<file path="config.mk">
export PLATFORM = sky130hd
export DESIGN_NAME = imu_motion_gesture_detector_top
export DESIGN_NICKNAME = d
export VERILOG_FILES = /design/src/rtl/core/imgd_pkg.sv /design/src/rtl/core/imgd_step.sv /design/src/rtl/core/imu_motion_gesture_detector_top.sv
export SDC_FILE = /design/constraint.sdc
export NUM_CORES = 2
export LEC_CHECK = 0
export ABC_AREA = 1
export BUFFER_PORTS_ARGS = -buffer_cell sky130_fd_sc_hd__buf_4
export CELL_PAD_IN_SITES_DETAIL_PLACEMENT = 0
export CELL_PAD_IN_SITES_GLOBAL_PLACEMENT = 1
export CORE_MARGIN = 3
export CORE_UTILIZATION = 40
export CTS_BUF_LIST = sky130_fd_sc_hd__clkbuf_8
export DETAILED_ROUTE_END_ITERATION = 10
export PLACE_DENSITY = 0.69
export SYNTH_ARGS = -nofsm -noshare
export SYNTH_HDL_FRONTEND = slang
export SYNTH_SLANG_ARGS = --single-unit
</file>
<file path="constraint.sdc">
create_clock -name clock -period 16.4 [get_ports clock]
set_input_delay 0 -clock clock [delete_from_list [all_inputs] [get_ports clock]]
set_output_delay 0 -clock clock [all_outputs]
set_load 0.01 [all_outputs]
</file>
<file path="src/rtl/core/imgd_pkg.sv">
// Shared types, register indexes and constant tables for the IMU motion and gesture detector.
`default_nettype none

package imgd_pkg;

   // Item kinds on the request channel.
   localparam logic FUNC_SAMPLE = 1'b0;
   localparam logic FUNC_READ   = 1'b1;

   // Configuration register indexes.
   localparam logic [1:0] CSR_GESTURES_ENABLED   = 2'd0;
   localparam logic [1:0] CSR_SENSITIVITY        = 2'd1;
   localparam logic [1:0] CSR_SAMPLE_INTERVAL_MS = 2'd2;
   localparam logic [1:0] CSR_COOLDOWN_MS        = 2'd3;

   // Configuration reset values.
   localparam logic        RST_GESTURES_ENABLED   = 1'b1;
   localparam logic [7:0]  RST_SENSITIVITY        = 8'd5;
   localparam logic [15:0] RST_SAMPLE_INTERVAL_MS = 16'd20;
   localparam logic [15:0] RST_COOLDOWN_MS        = 16'd500;

   // Motion limits in raw sensor units.
   localparam logic [17:0] MOTION_DELTA_LIMIT = 18'd1024;
   localparam logic [15:0] MOTION_GYRO_LIMIT  = 16'd2560;

   // Accel Z rests at one g after reset.
   localparam logic signed [15:0] ONE_G = 16'sd4096;

   typedef enum logic [1:0] {
      GESTURE_NONE       = 2'd0,
      GESTURE_SHAKE      = 2'd1,
      GESTURE_TILT_RIGHT = 2'd2,
      GESTURE_TILT_LEFT  = 2'd3
   } imgd_gesture_type;

   typedef struct packed {
      logic               func;
      logic        [31:0] time_ms;
      logic signed [15:0] accel_x;
      logic signed [15:0] accel_y;
      logic signed [15:0] accel_z;
      logic signed [15:0] gyro_x;
      logic signed [15:0] gyro_y;
      logic signed [15:0] gyro_z;
   } imgd_req_type;

   typedef struct packed {
      logic       sample_taken;
      logic       motion_detected;
      logic [1:0] gesture;
   } imgd_rsp_type;

   typedef struct packed {
      logic        gestures_enabled;
      logic [7:0]  sensitivity;
      logic [15:0] sample_interval_ms;
      logic [15:0] cooldown_ms;
   } imgd_cfg_type;

   // Detector state apart from the filtered accel X, whose width follows a parameter.
   typedef struct packed {
      logic signed [15:0] previous_x;
      logic signed [15:0] previous_y;
      logic signed [15:0] previous_z;
      logic        [31:0] last_sample_time;
      logic        [31:0] last_gesture_time;
      logic        [1:0]  latched_gesture;
      logic               motion_flag;
   } imgd_state_type;

   // Squared shake limit ((280 - 15*s) * 64)^2 for a clamped sensitivity s.
   function automatic logic [31:0] shake_limit_sq(input logic [3:0] sens);
      logic [31:0] lim;
      begin
         case (sens)
            4'd1:    lim = 32'd287641600;
            4'd2:    lim = 32'd256000000;
            4'd3:    lim = 32'd226201600;
            4'd4:    lim = 32'd198246400;
            4'd5:    lim = 32'd172134400;
            4'd6:    lim = 32'd147865600;
            4'd7:    lim = 32'd125440000;
            4'd8:    lim = 32'd104857600;
            4'd9:    lim = 32'd86118400;
            4'd10:   lim = 32'd69222400;
            default: lim = 32'd287641600;
         endcase
         return lim;
      end
   endfunction

   // Tilt limit in thousandths of a g, 550 - 35*s, for a clamped sensitivity s.
   function automatic logic [9:0] tilt_limit_mg(input logic [3:0] sens);
      logic [9:0] lim;
      begin
         case (sens)
            4'd1:    lim = 10'd515;
            4'd2:    lim = 10'd480;
            4'd3:    lim = 10'd445;
            4'd4:    lim = 10'd410;
            4'd5:    lim = 10'd375;
            4'd6:    lim = 10'd340;
            4'd7:    lim = 10'd305;
            4'd8:    lim = 10'd270;
            4'd9:    lim = 10'd235;
            4'd10:   lim = 10'd200;
            default: lim = 10'd515;
         endcase
         return lim;
      end
   endfunction

endpackage

`default_nettype wire

</file>
<file path="src/rtl/core/imgd_step.sv">
// Combinational update of the detector state and the result for one item.
`default_nettype none

module imgd_step #(
   parameter int FILTER_FRACTION_BITS = 4
) (
   input  wire imgd_pkg::imgd_req_type   item,
   input  wire imgd_pkg::imgd_cfg_type   cfg,
   input  wire imgd_pkg::imgd_state_type state_cur,
   input  wire logic signed [FILTER_FRACTION_BITS+16:0] filt_x_cur,
   output imgd_pkg::imgd_state_type      state_next,
   output logic signed [FILTER_FRACTION_BITS+16:0]      filt_x_next,
   output imgd_pkg::imgd_rsp_type        rsp
);

   localparam int FX_W  = FILTER_FRACTION_BITS + 17;
   localparam int SUM_W = FX_W + 2;
   localparam int CMP_W = FX_W + 11;
   localparam int TILT_SHIFT = FILTER_FRACTION_BITS + 12;

   logic signed [SUM_W-1:0] ax_scaled;
   logic signed [SUM_W-1:0] fx_ext;
   logic signed [SUM_W-1:0] filt_sum;
   logic signed [FX_W-1:0]  filt_new;

   logic signed [16:0] dx;
   logic signed [16:0] dy;
   logic signed [16:0] dz;
   logic        [15:0] adx;
   logic        [15:0] ady;
   logic        [15:0] adz;
   logic        [17:0] delta_sum;
   logic signed [16:0] gx_ext;
   logic signed [16:0] gy_ext;
   logic        [15:0] agx;
   logic        [15:0] agy;
   logic               motion_new;

   logic signed [31:0] sq_x;
   logic signed [31:0] sq_y;
   logic signed [31:0] sq_z;
   logic        [31:0] mag2;

   logic        [3:0]  sens;
   logic signed [CMP_W-1:0] fx_mg;
   logic signed [CMP_W-1:0] tilt_lim;
   logic signed [CMP_W-1:0] tilt_lim_neg;

   logic [31:0] since_sample;
   logic [31:0] since_gesture;
   logic        gate_ok;
   logic        cool_ok;

   always_comb begin
      // Low-pass filter: floor((x * 2^F + 3 * filtered) / 4), the floor is an arithmetic shift.
      ax_scaled = SUM_W'(item.accel_x) <<< FILTER_FRACTION_BITS;
      fx_ext    = SUM_W'(filt_x_cur);
      filt_sum  = ax_scaled + (fx_ext <<< 1) + fx_ext;
      filt_new  = filt_sum[SUM_W-1:2];

      dx  = 17'(item.accel_x) - 17'(state_cur.previous_x);
      dy  = 17'(item.accel_y) - 17'(state_cur.previous_y);
      dz  = 17'(item.accel_z) - 17'(state_cur.previous_z);
      adx = dx[16] ? 16'(-dx) : dx[15:0];
      ady = dy[16] ? 16'(-dy) : dy[15:0];
      adz = dz[16] ? 16'(-dz) : dz[15:0];
      delta_sum = 18'(adx) + 18'(ady) + 18'(adz);

      gx_ext = 17'(item.gyro_x);
      gy_ext = 17'(item.gyro_y);
      agx = gx_ext[16] ? 16'(-gx_ext) : gx_ext[15:0];
      agy = gy_ext[16] ? 16'(-gy_ext) : gy_ext[15:0];
      motion_new = (delta_sum > imgd_pkg::MOTION_DELTA_LIMIT) ||
                   (agx > imgd_pkg::MOTION_GYRO_LIMIT) ||
                   (agy > imgd_pkg::MOTION_GYRO_LIMIT);

      // Each square is at most 2^30, so the sum of three fits 32 bits unsigned.
      sq_x = item.gyro_x * item.gyro_x;
      sq_y = item.gyro_y * item.gyro_y;
      sq_z = item.gyro_z * item.gyro_z;
      mag2 = 32'(sq_x) + 32'(sq_y) + 32'(sq_z);

      if (cfg.sensitivity == 8'd0) begin
         sens = 4'd1;
      end else if (cfg.sensitivity > 8'd10) begin
         sens = 4'd10;
      end else begin
         sens = cfg.sensitivity[3:0];
      end

      fx_mg        = CMP_W'(filt_new) * CMP_W'(1000);
      tilt_lim     = CMP_W'(imgd_pkg::tilt_limit_mg(sens)) <<< TILT_SHIFT;
      tilt_lim_neg = -tilt_lim;

      since_sample  = item.time_ms - state_cur.last_sample_time;
      since_gesture = item.time_ms - state_cur.last_gesture_time;
      gate_ok = since_sample >= 32'(cfg.sample_interval_ms);
      cool_ok = since_gesture >= 32'(cfg.cooldown_ms);

      state_next  = state_cur;
      filt_x_next = filt_x_cur;
      rsp.sample_taken    = 1'b0;
      rsp.motion_detected = state_cur.motion_flag;
      rsp.gesture         = state_cur.latched_gesture;

      if (item.func == imgd_pkg::FUNC_READ) begin
         state_next.latched_gesture = imgd_pkg::GESTURE_NONE;
      end else if (gate_ok) begin
         rsp.sample_taken           = 1'b1;
         state_next.last_sample_time = item.time_ms;
         filt_x_next                = filt_new;
         state_next.previous_x      = item.accel_x;
         state_next.previous_y      = item.accel_y;
         state_next.previous_z      = item.accel_z;
         state_next.motion_flag     = motion_new;
         if (cfg.gestures_enabled && cool_ok) begin
            if (mag2 > imgd_pkg::shake_limit_sq(sens)) begin
               state_next.latched_gesture   = imgd_pkg::GESTURE_SHAKE;
               state_next.last_gesture_time = item.time_ms;
            end else if (fx_mg > tilt_lim) begin
               state_next.latched_gesture   = imgd_pkg::GESTURE_TILT_RIGHT;
               state_next.last_gesture_time = item.time_ms;
            end else if (fx_mg < tilt_lim_neg) begin
               state_next.latched_gesture   = imgd_pkg::GESTURE_TILT_LEFT;
               state_next.last_gesture_time = item.time_ms;
            end
         end
         rsp.motion_detected = state_next.motion_flag;
         rsp.gesture         = state_next.latched_gesture;
      end
   end

endmodule

`default_nettype wire

</file>
<file path="src/rtl/core/imu_motion_gesture_detector_top.sv">
// Top level of the IMU motion and gesture detector: channels, registers and state.
//
// Usage: each request transfer carries either a six-axis sample with a millisecond
// timestamp (func = sample) or a gesture read (func = read). Every request yields
// exactly one response transfer with sample_taken, motion_detected and gesture,
// in request order. Configuration writes on the csr_ channel are always ready and
// should be issued only while no request is in flight.
// A request is held in the request register and then in the response register, from
// which it is shown on rsp_. Throughput is one item per cycle while the receiver does
// not stall: the whole update is one combinational step (three 16x16 squarers, the filter
// adder and the tilt compare) between the request register and the response register.
// When the receiver stalls, the response register holds its item and the request
// register takes nothing new once it is full; req_stall rises in that case.
// Reset clears the detector state, with previous accel Z at one g, and loads the
// defaults (gestures on, sensitivity 5, 20 ms sample interval, 500 ms cooldown).
`default_nettype none

module imu_motion_gesture_detector_top #(
   parameter int FILTER_FRACTION_BITS = 4
) (
   input  wire                          clock,
   input  wire                          reset,
   input  wire                          req_valid,
   output logic                         req_stall,
   input  wire imgd_pkg::imgd_req_type  req_data,
   output logic                         rsp_valid,
   input  wire                          rsp_stall,
   output imgd_pkg::imgd_rsp_type       rsp_data,
   input  wire                          csr_valid,
   output logic                         csr_ready,
   input  wire logic [1:0]              csr_index,
   input  wire logic [15:0]             csr_wdata
);

   localparam int FX_W = FILTER_FRACTION_BITS + 17;

   imgd_pkg::imgd_req_type   item_ff;
   logic                     item_valid_ff;
   imgd_pkg::imgd_cfg_type   cfg_ff;
   imgd_pkg::imgd_cfg_type   cfg_in;
   imgd_pkg::imgd_state_type state_ff;
   imgd_pkg::imgd_state_type state_in;
   logic signed [FX_W-1:0]   filt_x_ff;
   logic signed [FX_W-1:0]   filt_x_in;
   imgd_pkg::imgd_rsp_type   rsp_ff;
   imgd_pkg::imgd_rsp_type   rsp_in;
   logic                     rsp_valid_ff;

   logic out_free;
   logic advance;
   logic req_take;

   // The response register can take a new item when empty or when its item leaves now.
   assign out_free  = !rsp_valid_ff || !rsp_stall;
   assign advance   = item_valid_ff && out_free;
   assign req_stall = item_valid_ff && !out_free;
   assign req_take  = req_valid && !req_stall;
   assign csr_ready = 1'b1;
   assign rsp_valid = rsp_valid_ff;
   assign rsp_data  = rsp_ff;

   imgd_step #(
      .FILTER_FRACTION_BITS(FILTER_FRACTION_BITS)
   ) u_step (
      .item        (item_ff),
      .cfg         (cfg_ff),
      .state_cur   (state_ff),
      .filt_x_cur  (filt_x_ff),
      .state_next  (state_in),
      .filt_x_next (filt_x_in),
      .rsp         (rsp_in)
   );

   always_comb begin
      cfg_in = cfg_ff;
      if (csr_valid && csr_ready) begin
         case (csr_index)
            imgd_pkg::CSR_GESTURES_ENABLED:   cfg_in.gestures_enabled   = csr_wdata[0];
            imgd_pkg::CSR_SENSITIVITY:        cfg_in.sensitivity        = csr_wdata[7:0];
            imgd_pkg::CSR_SAMPLE_INTERVAL_MS: cfg_in.sample_interval_ms = csr_wdata;
            imgd_pkg::CSR_COOLDOWN_MS:        cfg_in.cooldown_ms        = csr_wdata;
            default:                          cfg_in = cfg_ff;
         endcase
      end
   end

   always_ff @(posedge clock) begin
      if (reset) begin
         cfg_ff.gestures_enabled   <= imgd_pkg::RST_GESTURES_ENABLED;
         cfg_ff.sensitivity        <= imgd_pkg::RST_SENSITIVITY;
         cfg_ff.sample_interval_ms <= imgd_pkg::RST_SAMPLE_INTERVAL_MS;
         cfg_ff.cooldown_ms        <= imgd_pkg::RST_COOLDOWN_MS;
      end else begin
         cfg_ff <= cfg_in;
      end
   end

   always_ff @(posedge clock) begin
      if (reset) begin
         item_valid_ff <= 1'b0;
      end else if (req_take) begin
         item_valid_ff <= 1'b1;
      end else if (advance) begin
         item_valid_ff <= 1'b0;
      end
   end

   always_ff @(posedge clock) begin
      if (req_take) begin
         item_ff <= req_data;
      end
   end

   always_ff @(posedge clock) begin
      if (reset) begin
         state_ff.previous_x        <= '0;
         state_ff.previous_y        <= '0;
         state_ff.previous_z        <= imgd_pkg::ONE_G;
         state_ff.last_sample_time  <= '0;
         state_ff.last_gesture_time <= '0;
         state_ff.latched_gesture   <= imgd_pkg::GESTURE_NONE;
         state_ff.motion_flag       <= 1'b0;
         filt_x_ff                  <= '0;
      end else if (advance) begin
         state_ff  <= state_in;
         filt_x_ff <= filt_x_in;
      end
   end

   always_ff @(posedge clock) begin
      if (reset) begin
         rsp_valid_ff <= 1'b0;
      end else if (advance) begin
         rsp_valid_ff <= 1'b1;
      end else if (!rsp_stall) begin
         rsp_valid_ff <= 1'b0;
      end
   end

   always_ff @(posedge clock) begin
      if (advance) begin
         rsp_ff <= rsp_in;
      end
   end

endmodule

`default_nettype wire
</file>
**After elaboration in Yosys (flattened, before gate mapping)**

Memories as Yosys holds them, arrays and structs flattened.
Index checks and enable logic that the tools add are counted.

- Register bits after elaboration: 312
- Bits in latches: 0
- RAM bits: 0
- ROM bits: 416
- Bits of input ports: 152
- Output and inout port bits: 7
- Word-level logic and storage cells: 107
- Memories: 2

- Add/sub/neg operators: 17
- Multipliers: 4
- Divide/modulo/power cells: 0
- Order comparisons: 9
- Eq/ne operators: 4
- Shifts and indexed selects: 0
- Multiplexer cells: 22
- Bitwise logic cells: 1
- Reduce and logical (&&, ||, !) cells: 23

Memory list:

| memory | depth | bits a word | rd ports | clocked after Yosys merged registers in | wr ports | line | RTL |
|---|---|---|---|---|---|---|---|
| (no name shown) | 16 | 16 | 1 | 0 | 0 | imgd_pkg.sv:75 | `case (sens)` |
| (no name shown) | 16 | 10 | 1 | 0 | 0 | imgd_pkg.sv:96 | `case (sens)` |

Operator list:

| operator | count |
|---|---|
| $mux 34 | 3 |
| $mul 16x16->32 | 3 |
| $mux 32 | 3 |
| $mux 16 | 5 |
| $neg 16->16 | 5 |
| $add 32x32->32 | 2 |
| $ge 32x16->1 | 2 |
| $sub 32x32->32 | 2 |
| $sub 16x16->17 | 3 |
| $gt 16x12->1 const B | 2 |
| $gt 32x27->1 | 1 |
| $gt 32x32->1 | 1 |
| $lt 32x32->1 | 1 |
| $neg 26->32 | 1 |
| $mul 21x8->29 const B | 1 |
| $add 20x22->23 | 1 |
| $add 23x21->23 | 1 |
| $add 18x16->18 | 1 |
| $gt 18x11->1 const B | 1 |
| $add 16x16->17 | 1 |
| $mux 4 | 3 |
| $reduce_and 2->1 | 5 |
| $gt 8x4->1 const B | 1 |
| $logic_not 8->1 | 1 |
| 15 further kinds | 30 |

**Longest topological paths before layout**

An unclocked memory read counts as a cell.

- Depth in word-level cells: 12
- Mapped depth: 54

**By module**

Synthesis repeated with hierarchy kept, for this count alone.

- Cell total of the unflattened synthesis: 7149
- Area, all modules: 57101.0 µm²

Modules (own cells, without submodules):

| module | times used | cells each | area each (µm²) | sequential area each (µm²) |
|---|---|---|---|---|
| imgd_step | 1 | 6020 | 45792.7 | 0.0 |
| imu_motion_gesture_detector_top | 1 | 1129 | 11308.3 | 7577.3 |

**Least setup slack after synthesis**

Ideal clock, no wire load.

- Kind: register to register
- Start point: reg item_ff[15] (netlist bit)
- End point: reg state_ff[6] (netlist bit)
- Setup time: 115 ps
- Arrival: 9075 ps
- Slack: 7210 ps
- Stages on the path, launching flop included: 42
- Clock period less this slack: 9190 ps
- Cell sequence: edfxtp_1 > clkbuf_1 > clkbuf_1 > nand2_1 > fa_1 > inv_1 > fa_1 > fa_1 > inv_1 > fa_1 > inv_1 > fa_1 > fa_1 > fa_1 > fa_1 > inv_1 > fa_1 > inv_1 > (+6 left out) > a21oi_1 > o21ai_0 > xor2_1 > ha_1 > nand4_1 > nor2_1 > nand3_1 > nor2_1 > nand4_1 > nor2_1 > nand4_1 > nand2_1 > nand3_1 > nand2_2 > nand2_4 > buf_4 > a21oi_1 > nor2_1

- Longest elaborated chain between the ends: 5
- Elaborated cells between the ends (all ways): 6

Ends and longest elaborated chain:

| what | line | RTL |
|---|---|---|
| start: declaration | imu_motion_gesture_detector_top.sv:37 | `imgd_pkg::imgd_req_type item_ff;` |
| start signal: assignment | imu_motion_gesture_detector_top.sv:110 | `item_ff <= req_data;` |
| $mul 16x16->32 (*) | imgd_step.sv:80 | `sq_z = item.gyro_z * item.gyro_z;` |
| $add 32x32->32 (*) | imgd_step.sv:81 | `mag2 = 32'(sq_x) + 32'(sq_y) + 32'(sq_z);` |
| $gt 32x32->1 (*) | imgd_step.sv:117 | `if (mag2 > imgd_pkg::shake_limit_sq(sens)) begin` |
| $reduce_bool 3->1 (no source line) | -- |  |
| $reduce_and 5->1 (no source line) | -- |  |
| end signal: assignment | imu_motion_gesture_detector_top.sv:125 | `state_ff <= state_in;` |
| end: declaration | imu_motion_gesture_detector_top.sv:41 | `imgd_pkg::imgd_state_type state_ff;` |

Mark *: on every way between the ends. The rest lies on a longest branch, timed or not.
A chain may end at the register's enable or synchronous reset.

**Final worst setup path**

- Start point: reg item_ff[38] (netlist bit)
- End point: reg state_ff[5] (netlist bit)

- Longest elaborated chain between the ends: 6
- Elaborated cells between the ends (all ways): 7

Ends and longest elaborated chain:

| what | line | RTL |
|---|---|---|
| $mul 16x16->32 (*) | imgd_step.sv:78 | `sq_x = item.gyro_x * item.gyro_x;` |
| $add 32x32->32 (*) (2 in a row) | imgd_step.sv:81 |  |
| $gt 32x32->1 (*) | imgd_step.sv:117 |  |
| $reduce_bool 3->1 (no source line) | -- |  |
| $reduce_and 5->1 (no source line) | -- |  |

Marks and branches as above.

==> impl_metrics.tcl <==
set metrics [dict create \
    r2r_slack_ns 5.77 \
    path_common_cell "fa_1" \
    fin_tns_setup_ns 0 \
    setup_violations 0 \
    grt_use_total 0.2198 \
    hp-class "input port to register" \
    grt_pass1_wl_um 248100 \
    syn_area_per_cell_um2 7.991 \
    hold_depth 2 \
    final_nets 8951 \
    grt_max_degree 90 \
    portBuffers 157 \
    syn_inst 6964 \
    start_kind "register" \
    drt_iter0_markers 2431 \
    start_util 0.4038 \
    crit_fanout 64 \
    slew_viol_final 0 \
    slowest_delay_ns 1.00 \
    top_usage_layer "met2" \
    viasPerCell 4.779 \
    totalWireLength_um 152100 \
    synth_flop_cell "dfxtp_1" \
    relSlewSlack 0.2453 \
    yosys_warnings 0 \
    rows 136 \
    fmax_mhz 94.06 \
    async_flop_share 0 \
    critPathBufInv 6 \
    cap_violations 0 \
    vias 43980 \
    use_met2 0.3482 \
    crit_slowest_cell "edfxtp_1" \
    dieArea_um2 143600 \
    cts_root_buf "clkbuf_8" \
    final_util 0.4574 \
    overflow 0 \
    ioPinCount 159 \
    post-route-period-util 0.6483 \
    cts_buffers 67 \
    core_area_um2 137800 \
    cp-end-kind "register" \
    layout_commonest_cell "inv_1" \
    die_w_um 379.0 \
    drive_above_1_share 0.05076 \
    grt_antenna_before_repair 5 \
    ys_seq_area_frac 0.1362 \
    mappedNetlistArea_um2 55650 \
    cts.clk_slew.worst_paths_ns 0.06 \
    antenna_left 0 \
    die_h_um 379.0 \
    syn2layout_area_growth_pct 13.29 \
    met3_usage 0.03731 \
    crit_type "register to register" \
    multi_input_area_um2 40060 \
    synth-edff-count 133 \
    crit_required_ns 17.07 \
    hp-start "req_data[36]" \
    clock_path_buffers 3 \
    outcome "finished clean" \
    use_met1 0.3137 \
    clk_latency_ns 0.76 \
    seq_area_um2 7577 \
    grt_pass1_vias 45790 \
    routedWlPerCell_um 16.53 \
    dp_hpwl_um 128000 \
    final_cell_mix "1949 x inv_1, 1284 x nand2_1, 921 x fa_1" \
    r2r_end "state_ff[5]" \
    postCtsSetupBuffers 0 \
    synth_cell_types 58 \
    r2r_start "item_ff[38]" \
    htreeDepth 3 \
    fin_area_um2 63040 \
    finClkSkew_ns 0.04023 \
    cp.arrival_ns 11.30 \
    drcViolationCount 0 \
    holdWs_ns 0.08073 \
    worst_pin_slew_ns 1.124 \
    rsz0062_at_grt "no" \
    period_minus_slack_ns 10.63 \
    reg2reg_depth 42 \
    post_dp_cell_area_um2 58620 \
    gp_congestion 0.9078 \
    cts_sinks 312 \
    critPathTopFamily "adder cells" \
    dr.pass1.iters 6 \
    holdPathEnd "item_ff[36]" \
    cts_tree "built" \
    num-fill-cells 13870 \
    finalHoldViolCount 0 \
    synth_seq_cells 312 \
]
-- cell families after synthesis --
family / synth area share
other: 0.0001349
multiplexers: 0.0001799
AND/OR/NAND/NOR: 0.1519
buffers and inverters: 0.1444
flip-flops: 0.1362
XOR/XNOR: 0.03824
AO/OA/AOI/OAI: 0.07964
adder cells (fa/ha/maj): 0.4493
-- worst max path at each step --
stage / cells past startpoint / end / start / slack, ns
finish: 42 / state_ff[5] / item_ff[38] / 5.77
global route: 43 / state_ff[9] / item_ff[41] / 5.01
CTS: 42 / state_ff[3] / item_ff[38] / 5.72
detailed placement: 42 / state_ff[3] / item_ff[38] / 5.74
global placement: 42 / state_ff[6] / item_ff[38] / 5.95
floorplan: 41 / state_ff[6] / item_ff[15] / 7.21
-- flip-flops by register name, summed over array words and instances, names as in the netlist --
| register | flops |
|---|---|
| state_ff | 115 |
| cfg_ff | 41 |
| item_ff | 129 |
| item_valid_ff | 1 |
| rsp_valid | 1 |
| rsp_data | 4 |
| filt_x_ff | 21 |
-- worst register-to-register path, delay by kind of cell (launching register included) --
kind            cells  cell delay, ns
xor+xnor            1            0.15
simple gates       20            2.78
flops               1            1.00
buf+inv             6            0.51
compound gates      4            0.89
fa+ha+maj          11            5.27
-- metal layers --
| metal | vias to the layer above | part of all wire | wire length [um] |
|---|---|---|---|
| li1 | 21710 | - | - |
| met1 | 21220 | 0.48 | 72350 |
| met2 | 891 | 0.44 | 67100 |
| met3 | 162 | 0.059 | 9037 |
| met4 | 0 | 0.024 | 3599 |
| met5 | - | 0 | 0 |
-- synth_stat cells, types with 21 or more instances --
library cell / n / area, um^2
a21oi_1: 400 / 2002
a21oi_2: 21 / 183.9
buf_2: 22 / 110.1
clkbuf_1: 120 / 450.4
dfxtp_1: 179 / 3583
edfxtp_1: 133 / 3994
fa_1: 921 / 18440
ha_1: 525 / 6569
inv_1: 1931 / 7248
nand2_1: 1284 / 4820
nand3_1: 198 / 991.0
nand4_1: 57 / 356.6
nor2_1: 358 / 1344
nor3_1: 44 / 220.2
o21ai_0: 255 / 1276
o21bai_1: 34 / 255.2
xnor2_1: 74 / 648.1
xor2_1: 169 / 1480
-- what timing repair did --
action,4_1_cts,5_1_grt
gates resized for setup,0,0
hold endpoints to repair,258,0
endpoints found under the setup margin,0,0
hold buffers,292,0
-- metrics by stage --
stage | worst slack, ns | std cells
2_1_floorplan | 7.210 | 6969
3_3_place_gp | 5.955 | 8786
3_5_place_dp | 5.743 | 8786
4_1_cts | 5.724 | 9201
5_1_grt | 5.007 | 9202
6_report | 5.769 | 9203
-- layout make-up --
| type | count | share of cell area |
|---|---|---|
| well taps | 1794 | 0.03560 |
| flip-flops and latches | 312 | 0.1202 |
| multi-input cells | 4543 | 0.6354 |
| inverters | 1949 | 0.1162 |
| clock buffers | 73 | 0.01594 |
| repair buffers | 480 | 0.06875 |
| clock inverters | 50 | 0.007819 |
| diodes | 2 | 0.00007939 |
Power is left out: the tool's default activity adds up to more than one toggle a clock period on the data nets, which glitch-free logic cannot reach.
